===== config.mk =====
export PLATFORM = sky130hd
export DESIGN_NAME = tacb_div
export DESIGN_NICKNAME = d
export VERILOG_FILES = /design/src/sv/tacb_pkg.sv /design/src/sv/tacb_div.sv
export SDC_FILE = /design/constraint.sdc
export NUM_CORES = 1
export LEC_CHECK = 0
export BUFFER_PORTS_ARGS = -buffer_cell sky130_fd_sc_hd__buf_2
export CAP_MARGIN = 20
export CORE_MARGIN = 5
export CORE_UTILIZATION = 35
export DETAILED_ROUTE_END_ITERATION = 8
export GPL_ROUTABILITY_DRIVEN = 0
export GPL_TIMING_DRIVEN = 1
export MAX_ROUTING_LAYER = met4
export SYNTH_ARGS = -nofsm -noshare
export SYNTH_HDL_FRONTEND = slang
export SYNTH_SLANG_ARGS = --single-unit

===== constraint.sdc =====
create_clock -name clk -period 6.4 [get_ports clk]
set_input_delay 0.32 -clock clk [delete_from_list [all_inputs] [get_ports clk]]
set_output_delay 0.32 -clock clk [all_outputs]
set_load 0.02 [all_outputs]

===== src/sv/tacb_pkg.sv =====
// Shared constants, codes and handshake types of the triggered ADC capture buffer.
package tacb_pkg;

  localparam int STORE_DEPTH   = 1024;
  localparam int MAX_CODE_BITS = 16;
  localparam int CFG_DATA_W    = 32;
  localparam int CFG_INDEX_W   = 3;

  typedef enum logic [2:0] {
    STAT_STORED  = 3'd0,
    STAT_BELOW   = 3'd1,
    STAT_FULL    = 3'd2,
    STAT_READ_OK = 3'd3,
    STAT_RANGE   = 3'd4
  } status_t;

  typedef enum logic [CFG_INDEX_W-1:0] {
    REG_RANGE_LOW  = 3'd0,
    REG_RANGE_HIGH = 3'd1,
    REG_CODE_WIDTH = 3'd2,
    REG_TRIGGER    = 3'd3,
    REG_GAIN       = 3'd4
  } cfg_reg_t;

  typedef enum logic {
    OP_SAMPLE = 1'b0,
    OP_READ   = 1'b1
  } op_t;

  typedef struct packed {
    logic       go;
    logic [5:0] steps;
  } div_req_t;

  typedef struct packed {
    logic done;
    logic rem_zero;
  } div_rsp_t;

endpackage


===== src/sv/tacb_div.sv =====
// Restoring divider, one quotient bit per cycle, remainder seeded by the caller.
module tacb_div (
  input  logic               clk,
  input  logic               rst,
  input  tacb_pkg::div_req_t req,
  input  logic [31:0]        rem_init,
  input  logic [31:0]        low_init,
  input  logic [31:0]        divisor,
  output tacb_pkg::div_rsp_t rsp,
  output logic [31:0]        quot
);

  logic        busy;
  logic        done;
  logic [5:0]  cnt;
  logic [31:0] rem;
  logic [32:0] trial;

  // shift the next dividend bit in from the top of the quotient register
  assign trial = {rem, quot[31]} - {1'b0, divisor};

  always_ff @(posedge clk) begin
    if (rst) begin
      busy <= 1'b0;
      done <= 1'b0;
    end else begin
      done <= 1'b0;
      if (req.go) begin
        rem  <= rem_init;
        quot <= low_init;
        cnt  <= req.steps;
        busy <= 1'b1;
      end else if (busy) begin
        if (!trial[32]) begin
          rem <= trial[31:0];
        end else begin
          rem <= {rem[30:0], quot[31]};
        end
        quot <= {quot[30:0], !trial[32]};
        cnt  <= cnt - 6'd1;
        if (cnt == 6'd1) begin
          busy <= 1'b0;
          done <= 1'b1;
        end
      end
    end
  end

  always_comb begin
    rsp.done     = done;
    rsp.rem_zero = (rem == '0);
  end

endmodule


* Word-level counts from Yosys, hierarchy flattened
Cells that the tools add are included. W data, S select, Z words.
Operators by class: $add $sub $neg 2, equal/unequal tests 1, muxes and demuxes 11, bitwise gates (word level) 2, reduce and logical (&&, ||, !) cells 5
Operators with widths (count):
- $mux W32 | 5
- $sub A33 B32 Y33 | 1
- $logic_not A32 Y1 | 1
- $mux W6 | 2
- $eq A6 B1 Y1 const B | 1
- $sub A6 B1 Y6 const B | 1
- $mux W1 | 4
- $reduce_or A3 Y1 | 1
- $not A1 Y1 | 2
- $reduce_and A2 Y1 | 1
- $reduce_bool A2 Y1 | 1
- $logic_not A1 Y1 | 1
Word-level totals: register bits after elaboration 72, input bits 105, output and inout bits 34, logic and storage cells 26

* Depth between registers and ports, before layout
Gate-level depths: netlist of the first run.
word-level depth 4, mapped depth 14, gate-level depth less buffers 12

* Worst setup path before layout of the first run
No wires, ideal clock.
path type input port to flip-flop, start point input port req[6] (netlist name), end point register cnt[0], enable pin, setup time 0.498 ns, arrival 4.157 ns, path slack 1.745 ns, stages on the path 5, path buffers 3, cell sequence clkbuf_1 clkbuf_1 clkbuf_1 nor2_1 nor2_1
On the way: cells in the longest elaborated chain, start to end 2
Ends and longest elaborated chain:
- start, declared | RTL line tacb_div.sv:5 | input tacb_pkg::div_req_t req,
- $reduce_bool A2 Y1 (no source line)
- $reduce_and A2 Y1 (no source line)
- end signal, assigned | RTL line tacb_div.sv:31 | cnt <= req.steps;
- end signal, assigned | RTL line tacb_div.sv:40 | cnt <= cnt - 6'd1;
- end, declared | RTL line tacb_div.sv:15 | logic [5:0] cnt;
Every way passes these cells. A chain may end at the register's enable or synchronous reset.

* Worst setup path in the final report of the first run
start point register quot[31], end point register rem[24], data pin
On the way: cells in the longest elaborated chain, start to end 4
Ends and longest elaborated chain:
- start, declared | RTL line tacb_div.sv:10 | output logic [31:0] quot
- start signal, assigned | RTL line tacb_div.sv:30 | quot <= low_init;
- start signal, assigned | RTL line tacb_div.sv:39 | quot <= {quot[30:0], !trial[32]};
- $sub A33 B32 Y33 | RTL line tacb_div.sv:20 | assign trial = {rem, quot[31]} - {1'b0, divisor};
- $mux W32 | RTL line tacb_div.sv:34 | if (!trial[32]) begin
- $mux W32 | RTL line tacb_div.sv:33 | end else if (busy) begin
- $mux W32 | RTL line tacb_div.sv:28 | if (req.go) begin
- end signal, assigned | RTL line tacb_div.sv:29 | rem <= rem_init;
- end signal, assigned | RTL line tacb_div.sv:35 | rem <= trial[31:0];
- end signal, assigned | RTL line tacb_div.sv:37 | rem <= {rem[30:0], quot[31]};
- end, declared | RTL line tacb_div.sv:16 | logic [31:0] rem;
Every way passes these cells. The select of a mux whose other input is x is not followed.

==> results of run 1 <==
critical path: stages (launching register included):
cell and delay (ns):
edfxtp_1 0.35, inv_1 0.06, ha_1 0.21, fa_1 0.41, nor2b_1 0.19, o31ai_2 0.09
and3_4 0.18, o31a_1 0.34, a21oi_2 0.17, o2111a_1 0.21, a211o_2 0.40, buf_12 0.26
nor3_1 0.07, a221o_1 0.27
Yosys cell counts (all sizes together), types with 10 or more instances:
cell type / instances / area share
inv: 42 / 0.029
nor2: 29 / 0.020
ha: 34 / 0.078
xor2: 12 / 0.019
o311ai: 22 / 0.035
mux2: 33 / 0.068
nand4: 10 / 0.012
buf: 12 / 0.015
clkbuf: 21 / 0.015
a21oi: 31 / 0.030
edfxtp: 70 / 0.39
o21ai: 19 / 0.018
nor3: 14 / 0.013
nand3b: 21 / 0.029
nand2: 51 / 0.035
nor4: 11 / 0.013
xnor2: 19 / 0.031
nor2b: 10 / 0.012
through the flow:
| stage | total power, mW | hold WS, ns | util |
|---|---|---|---|
| finish | 1.66 | 0.190 | 0.431 |
| detailed placement | 1.14 | 0.525 | 0.409 |
| global placement | 1.13 | 0.527 | 0.409 |
| floorplan | 1.01 | 0.393 | - |
| global route | 1.76 | 0.189 | 0.431 |
| CTS | 1.67 | 0.179 | 0.429 |
state kept, by name, summed over array words and instances (netlist names):
| signal | count |
|---|---|
| quot | 32 |
| rem | 32 |
| cnt | 6 |
| busy | 1 |
| done | 1 |
area by class of cell:
class | instances | area, sq um
Antenna cell | 3 | 7.51
Clock buffer | 9 | 225
Clock inverter | 7 | 76.3
Fill cell | 1550 | 8650
Inverter | 42 | 158
Multi-Input combinational cell | 407 | 2980
Sequential cell | 72 | 2140
Tap cell | 188 | 235
Timing Repair Buffer | 141 | 728
logic make-up (layout without fill, tap and decap cells):
logic type,count (synthesis),after routing,share of synthesized area
AND/OR/NAND/NOR,169,169,0.161
multiplexers,37,37,0.0758
XOR/XNOR,31,31,0.0500
adder cells (fa/ha/maj),35,35,0.0820
flip-flops,72,72,0.394
AO/OA/AOI/OAI,135,135,0.178
buffers and inverters,75,199,0.0585
other,0,3,0
per-layer routing:
layer / vias to the layer above / global-route usage / routed length, um
li1: 2333 / - / -
met2: 162 / 0.277 / 6980
met4: 0 / 0.0498 / 237
met1: 2220 / 0.199 / 6620
met5: - / - / 0
met3: 21 / 0.0555 / 1080
final timing paths:
check / to / from / depth (start not counted) / slack (ns)
setup / recovery: rem[24] / quot[31] / 13 / 2.92
hold / removal: busy / rst / 2 / 0.19
setup reg to reg: rem[24] / quot[31] / 13 / 2.92
hold reg to reg: done / busy / 1 / 0.54
power by group through the flow:
stage	combinational [mW]	clock [mW]	sequential, mW
after global placement	0.504	0	0.622
final	0.523	0.529	0.613
after CTS	0.517	0.543	0.613
after floorplan	0.385	0	0.629
after global routing	0.582	0.562	0.618
after detailed placement	0.514	0	0.622
==> flow_summary.yaml, run 1 <==
route:
  drt_iter0_markers: 274
  drc_errors: 0
  vias: 4736
  avgRoutedWirePerCell_um: 17.2
  postRouteAntennaNets: 0
  totalWireLength_um: 14900
  vias_per_cell: 5.45
  drt-pass1-iter-count: 5
run_status:
  status: "completed"
clock_network:
  cts-root-buf: "clkbuf_16"
  cts_buffers: 9
  clkTransAtPathRegs_ns: 0.07
  cts_setup_buffers: 0
  clk_latency_ns: 0.35
  hold_buffers: 0
  htreeDepth: 3
  clockBufferDepth: 2
  cts_tree: "yes"
  cts_repair_resize_count: 0
  cts_sinks: 72
die:
  fp.dieH_um: 135
  die_area_sq_um: 18100
  pin_count: 139
  coreArea_sq_um: 15200
  row_count: 45
  initial_utilization: 0.357
  die_x_um: 135
sta:
  max_slew.worst_pin.slew_ns: 0.947
  setup-tns-final_ns: 0
  slew_violations: 0
  skew_ns: 0.00524
  fmax_mhz: 288
  rsz0062_at_grt: "false"
  finalSetupViolCount: 0
  fin_crit_ns: 3.48
  hold_violations: 0
  worst_slack_ns: 2.92
  max_slew_margin: 0.369
  finalCritPeriodShare: 0.543
synthesis:
  synth-seq-cells: 72
  synthFlopType: "edfxtp_1"
  yosysSeqAreaShare: 0.394
  yosys_warnings: 0
  syn_nets: 694
  syn-cell-area_sq_um: 5430
  avgSynthCellArea_sq_um: 9.81
  netlist_instances: 554
  synth_async_sr_flop_share: 0
  synth_cell_type_count: 61
  synth-edff-count: 70
worst_setup_path:
  endpoint_kind: "register"
  cp.required_ns: 6.50
  path_class: "register to register"
  crit_path_start_kind: "register"
  cp_max_fo: 40
  arrival_ns: 3.58
pwr:
  power.internal_mw: 1.11
  seqPwrFrac: 0.368
  pwr-share-clk: 0.318
  p_leak_nw: 2.73
  powerDensity_nw_per_um2: 254
  max-vdd-ir-drop_uv: 182
  p_sw_mw: 0.553
  p_sw_frac: 0.332
  combPwrFrac: 0.314
global_routing:
  grt_pass1_vias: 4969
  grt_pass1_wl_um: 23900
  overflow: 0
  gr-usage-all-layers: 0.169
  grt_max_degree: 73
  antenna_found_initial: 2
placement:
  placed_cell_area_sq_um: 6220
  dp_cells: 849
  io_buffers: 138
  dpl_worst_slack_ns: 2.52
  hpwl_um: 11300
layout:
  final_cells: 869
  layout-drive-gt1-share: 0.295
  final_common_cell: "buf_2"
  mostFrequentLayoutCells: "137 x buf_2, 70 x edfxtp_1, 51 x nand2_1"
  fin_nets: 813
  area_delta_synth_final_pct: 20.6
  fin_area_sq_um: 6550
worst_hold_path:
  hp-class: "input port to register"
job:
  maxCapViolCount: 0
Power figures use the tool's default switching activity.
==> run 2, diff against run 1 <==
Clock period 6.4 ns to 3.3 ns, I/O delays scaled along.
==> flow_summary.yaml, run 2 (synthesized netlist as in run 1, its figures left out) <==
worst_setup_path:
  arrival_ns: 3.21
  endpoint_kind: "register"
  crit_path_start_kind: "register"
  cp_max_fo: 5
  cp.required_ns: 3.39
  path_class: "register to register"
  rrSetupSlack_ns: 0.18
placement:
  placed_cell_area_sq_um: 6320
  io_buffers: 138
  dp_cells: 862
  hpwl_um: 11600
  dpl_worst_slack_ns: -0.0209
sta:
  skew_ns: 0.00773
  max_slew.worst_pin.slew_ns: 0.653
  fmax_mhz: 320
  worst_slack_ns: 0.177
  max_slew_margin: 0.565
  fin_crit_ns: 3.12
  finalCritPeriodShare: 0.946
  slew_violations: 0
  hold_violations: 0
  rsz0062_at_grt: "false"
  finalSetupViolCount: 0
global_routing:
  use_met1: 0.219
  top_usage_layer: "met2"
  grt_max_degree: 61
  gr-usage-all-layers: 0.172
  overflow: 0
  antenna_found_initial: 3
  grt_pass1_wl_um: 24300
  grt_pass1_vias: 4956
  use_met3: 0.0410
  grt_use_met2: 0.273
clock_network:
  cts_sinks: 72
  cts_tree: "yes"
  hold_buffers: 0
  clkTransAtPathRegs_ns: 0.06
  cts_buffers: 9
  cts-root-buf: "clkbuf_16"
  clockBufferDepth: 2
  clk_latency_ns: 0.34
  htreeDepth: 3
layout:
  final_cells: 886
  area_delta_synth_final_pct: 25.8
  fin_area_sq_um: 6840
  final_common_cell: "buf_2"
  layout-drive-gt1-share: 0.329
  fin_nets: 829
  largestRegisters: "quot (32), rem (32), cnt (6)"
  mostFrequentLayoutCells: "137 x buf_2, 70 x edfxtp_1, 51 x nand2_1"
route:
  postRouteAntennaNets: 0
  avgRoutedWirePerCell_um: 17.3
  drc_errors: 0
  vias: 4814
  vias_per_cell: 5.43
  drt_iter0_markers: 396
  drt-pass1-iter-count: 5
  totalWireLength_um: 15400
die:
  pin_count: 139
  coreArea_sq_um: 15200
  fp.dieH_um: 135
  die_area_sq_um: 18100
  initial_utilization: 0.357
  row_count: 45
  die_x_um: 135
pwr:
  powerDensity_nw_per_um2: 528
  max-vdd-ir-drop_uv: 282
  total_power_mw: 3.61
  p_leak_nw: 2.86
worst_hold_path:
  hp-class: "input port to register"
job:
  maxCapViolCount: 0
run_status:
  status: "completed"
## run 2: cell count changes in the layout (fill, tap and decap cells not counted), sizes merged
cell      delta
a211o        +2
buf         +14
bufinv       +4
clkinv       +1
clkinvlp     -1
diode        +1
inv          -4
## run 2: cell type report
type                    count  area (sq um)
flip-flops and latches     72          2140
fillers                  1471          8370
multi-input cells         409          3070
repair buffers            155           828
inverters                  42           158
clock inverters             7           168
clock buffers               9           225
well taps                 188           235
diodes                      4          10.0
## run 2: critical path, cell delays in order (launching register included)
cell and delay [ns]:
edfxtp_1 0.34, inv_1 0.06, ha_1 0.21, fa_2 0.37, nor2b_2 0.15, o31ai_2 0.08
and3_4 0.18, o31a_1 0.33, a21oi_2 0.20, nor2_2 0.10, a211o_4 0.40, and3b_1 0.19
a221o_1 0.26
## run 2: stage by stage
| stage | TNS, ns | utilization | hold slack (ns) |
|---|---|---|---|
| after CTS | 0 | 0.442 | 0.0277 |
| after detailed placement | -0.111 | 0.416 | 0.393 |
| final | 0 | 0.450 | 0.0356 |
| after global routing | 0 | 0.450 | 0.0508 |
| after global placement | 0 | 0.416 | 0.388 |
| after floorplan | 0 | - | 0.238 |
## run 2: per-layer routing
| metal | part of all wire | wire length (um) |
|---|---|---|
| met5 | 0 | 0 |
| met4 | 0.020 | 304 |
| met3 | 0.073 | 1130 |
| met2 | 0.46 | 7060 |
| met1 | 0.45 | 6860 |
## run 2: final timing paths
| check | end | start | cells after the start |
|---|---|---|---|
| min reg2reg | done | busy | 1 |
| max reg2reg | rem[30] | quot[31] | 12 |
| min | busy | rst | 2 |
| max | rem[30] | quot[31] | 12 |
## run 2: where the power goes
group	leakage [nW]	internal, mW	switching (mW)	total, mW
clock network	0.190	0.895	0.422	1.32
registers	0.686	1.12	0.0657	1.19
logic	1.98	0.486	0.616	1.10
total	2.86	2.50	1.10	3.61
## run 2: timing repair
action,4_1_cts,5_1_grt
resized for setup,1,15
cloned,0,2
setup buffers,0,2
endpoints found under the setup margin,15,27
pin swaps,0,2
==> run 3, diff against run 2 <==
Settings changed: ABC_AREA from default to 1.
==> flow_summary.yaml, run 3 <==
run_status:
  status: "completed"
synthesis:
  synth_async_sr_flop_share: 0
  synth_top_cell_area_share: 0.326
  synth_cell_type_count: 39
  synth_top_area_cell: "edfxtp_1"
  synth-edff-count: 70
  synth-seq-cells: 72
  syn_nets: 1140
  synthFlopType: "edfxtp_1"
  yosys_warnings: 0
  netlist_instances: 1000
  yosysSeqAreaShare: 0.333
  syn-cell-area_sq_um: 6440
  synth_area_leaders: "edfxtp_1 33%, nand2_1 26%, inv_1 11%, ha_1 6.6%, nand3_1 6.1%"
  avgSynthCellArea_sq_um: 6.44
  netlist_top_cells_count: "449 x nand2_1, 191 x inv_1, 78 x nand3_1, 70 x edfxtp_1, 43 x nor2_1"
  yosysMostFrequentCell: "nand2_1"
pwr:
  powerDensity_nw_per_um2: 434
  power.internal_mw: 2.17
  max-vdd-ir-drop_uv: 308
  p_leak_nw: 4.37
  p_sw_frac: 0.347
  p_sw_mw: 1.15
  pwr-share-clk: 0.306
  combPwrFrac: 0.341
  seqPwrFrac: 0.353
clock_network:
  clockBufferDepth: 2
  cts_repair_resize_count: 0
  cts-root-buf: "clkbuf_16"
  clk_latency_ns: 0.33
  cts_setup_buffers: 0
  htreeDepth: 3
  cts_tree: "yes"
  cts_buffers: 9
  hold_buffers: 0
  cts_sinks: 72
  clkTransAtPathRegs_ns: 0.05
placement:
  io_buffers: 138
  dp_cells: 1346
  hpwl_um: 15300
sta:
  hold_violations: 0
  fmax_mhz: 376
  finalSetupViolCount: 0
  max_slew.worst_pin.slew_ns: 0.730
  setup-tns-final_ns: 0
  fin_crit_ns: 2.66
  skew_ns: 0.0104
  slew_violations: 0
  max_slew_margin: 0.513
  rsz0062_at_grt: "false"
  finalCritPeriodShare: 0.806
layout:
  final_common_cell: "nand2_1"
  final_cells: 1366
  finish.utilization: 0.424
  area_delta_synth_final_pct: 18.6
  fin_nets: 1268
  mostFrequentLayoutCells: "449 x nand2_1, 191 x inv_1, 138 x buf_2"
  layout-drive-gt1-share: 0.158
  largestRegisters: "quot (32), rem (32), cnt (6)"
global_routing:
  use_met3: 0.0383
  grt_use_met2: 0.279
  antenna_found_initial: 3
  grt_pass1_vias: 6089
  grt_max_degree: 74
  use_met1: 0.245
  overflow: 0
  gr-usage-all-layers: 0.182
  grt_pass1_wl_um: 30400
  top_usage_layer: "met2"
worst_setup_path:
  cp.required_ns: 3.37
  crit_path_start_kind: "register"
  reg2reg_depth: 13
  endpoint_kind: "register"
  path_class: "register to register"
  cp_max_fo: 32
  arrival_ns: 2.73
route:
  drt_iter0_markers: 453
  avgRoutedWirePerCell_um: 14.0
  drt-pass1-iter-count: 5
  drc_errors: 0
  totalWireLength_um: 19100
  vias_per_cell: 4.66
  vias: 6371
  postRouteAntennaNets: 0
job:
  maxCapViolCount: 0
die:
  initial_utilization: 0.357
  pin_count: 139
  fp.dieH_um: 146
  die_area_sq_um: 21200
  die_x_um: 146
  coreArea_sq_um: 18000
  row_count: 49
worst_hold_path:
  worstHoldPathCells: 2
  hp-class: "input port to register"
## run 3: changes by cell type in the layout (fill, tap and decap cells not counted), sizes merged, moves of 12 or more
cell	before	now
nand2	51	464
inv	42	194
nand3	5	79
mux2	33	0
o311ai	22	0
nor2	29	44
o21ai	19	4
buf	155	142
nand3b	21	9
## run 3: final timing paths
path	startpoint	to	slack, ns
worst max-delay path	rem[21]	rem[24]	0.64
worst min register to register	busy	done	0.51
worst max register to register	rem[21]	rem[24]	0.64
worst min-delay path	rst	done	0.05
## run 3: cells by family (layout without fill, tap and decap cells)
family	count (synthesis)	in the layout	share of synthesized area
simple gates	624	624	0.410
buf+inv	219	352	0.136
flops	72	72	0.333
fa+ha+maj	35	35	0.0692
compound gates	33	33	0.0293
xor+xnor	17	17	0.0231
other cells	0	4	0
## run 3: critical path, cell delays in order (launching register included)
cell	delay, ns
edfxtp_1	0.47
ha_1	0.39
nand2_1	0.13
inv_1	0.06
nand2_1	0.06
nand2_1	0.07
inv_1	0.07
nand2_1	0.12
a21oi_4	0.22
nand3_4	0.28
nand2_8	0.31
nand2_1	0.10
nand3_1	0.07
nand2_1	0.06
## run 3: final cells by class
| cell class | instances | area (sq um) |
|---|---|---|
| antenna | 4 | 10.0 |
| clock buffer | 12 | 236 |
| clock inverter | 4 | 68.8 |
| fill | 1972 | 10400 |
| inverter | 194 | 728 |
| multi-input combinational | 709 | 3430 |
| sequential | 72 | 2140 |
| tap | 229 | 287 |
| timing repair buffer | 142 | 733 |
## run 3: power by group through the flow
stage / Sequential [mW] / Combinational [mW] / Clock (mW)
after floorplan: 1.20 / 0.808 / 0
after global placement: 1.19 / 1.12 / 0
after detailed placement: 1.19 / 1.12 / 0
after CTS: 1.17 / 1.13 / 1.04
after global routing: 1.18 / 1.29 / 1.09
final: 1.17 / 1.13 / 1.02
## run 3: layer usage
layer | part of all wire | wire length (um)
met5 | 0 | 0
met4 | 0.018 | 335
met3 | 0.069 | 1310
met2 | 0.45 | 8530
met1 | 0.47 | 8890
## run 3: per-stage QoR
step	area [sq um]	setup slack (ns)	power [mW]	hold slack, ns
CTS	7630	0.650	3.34	0.0392
global route	7630	0.390	3.55	0.0486
detailed placement	7320	0.658	2.31	0.394
finish	7640	0.640	3.32	0.0531
floorplan	6440	0.280	2.00	0.242
global placement	7320	0.688	2.31	0.391
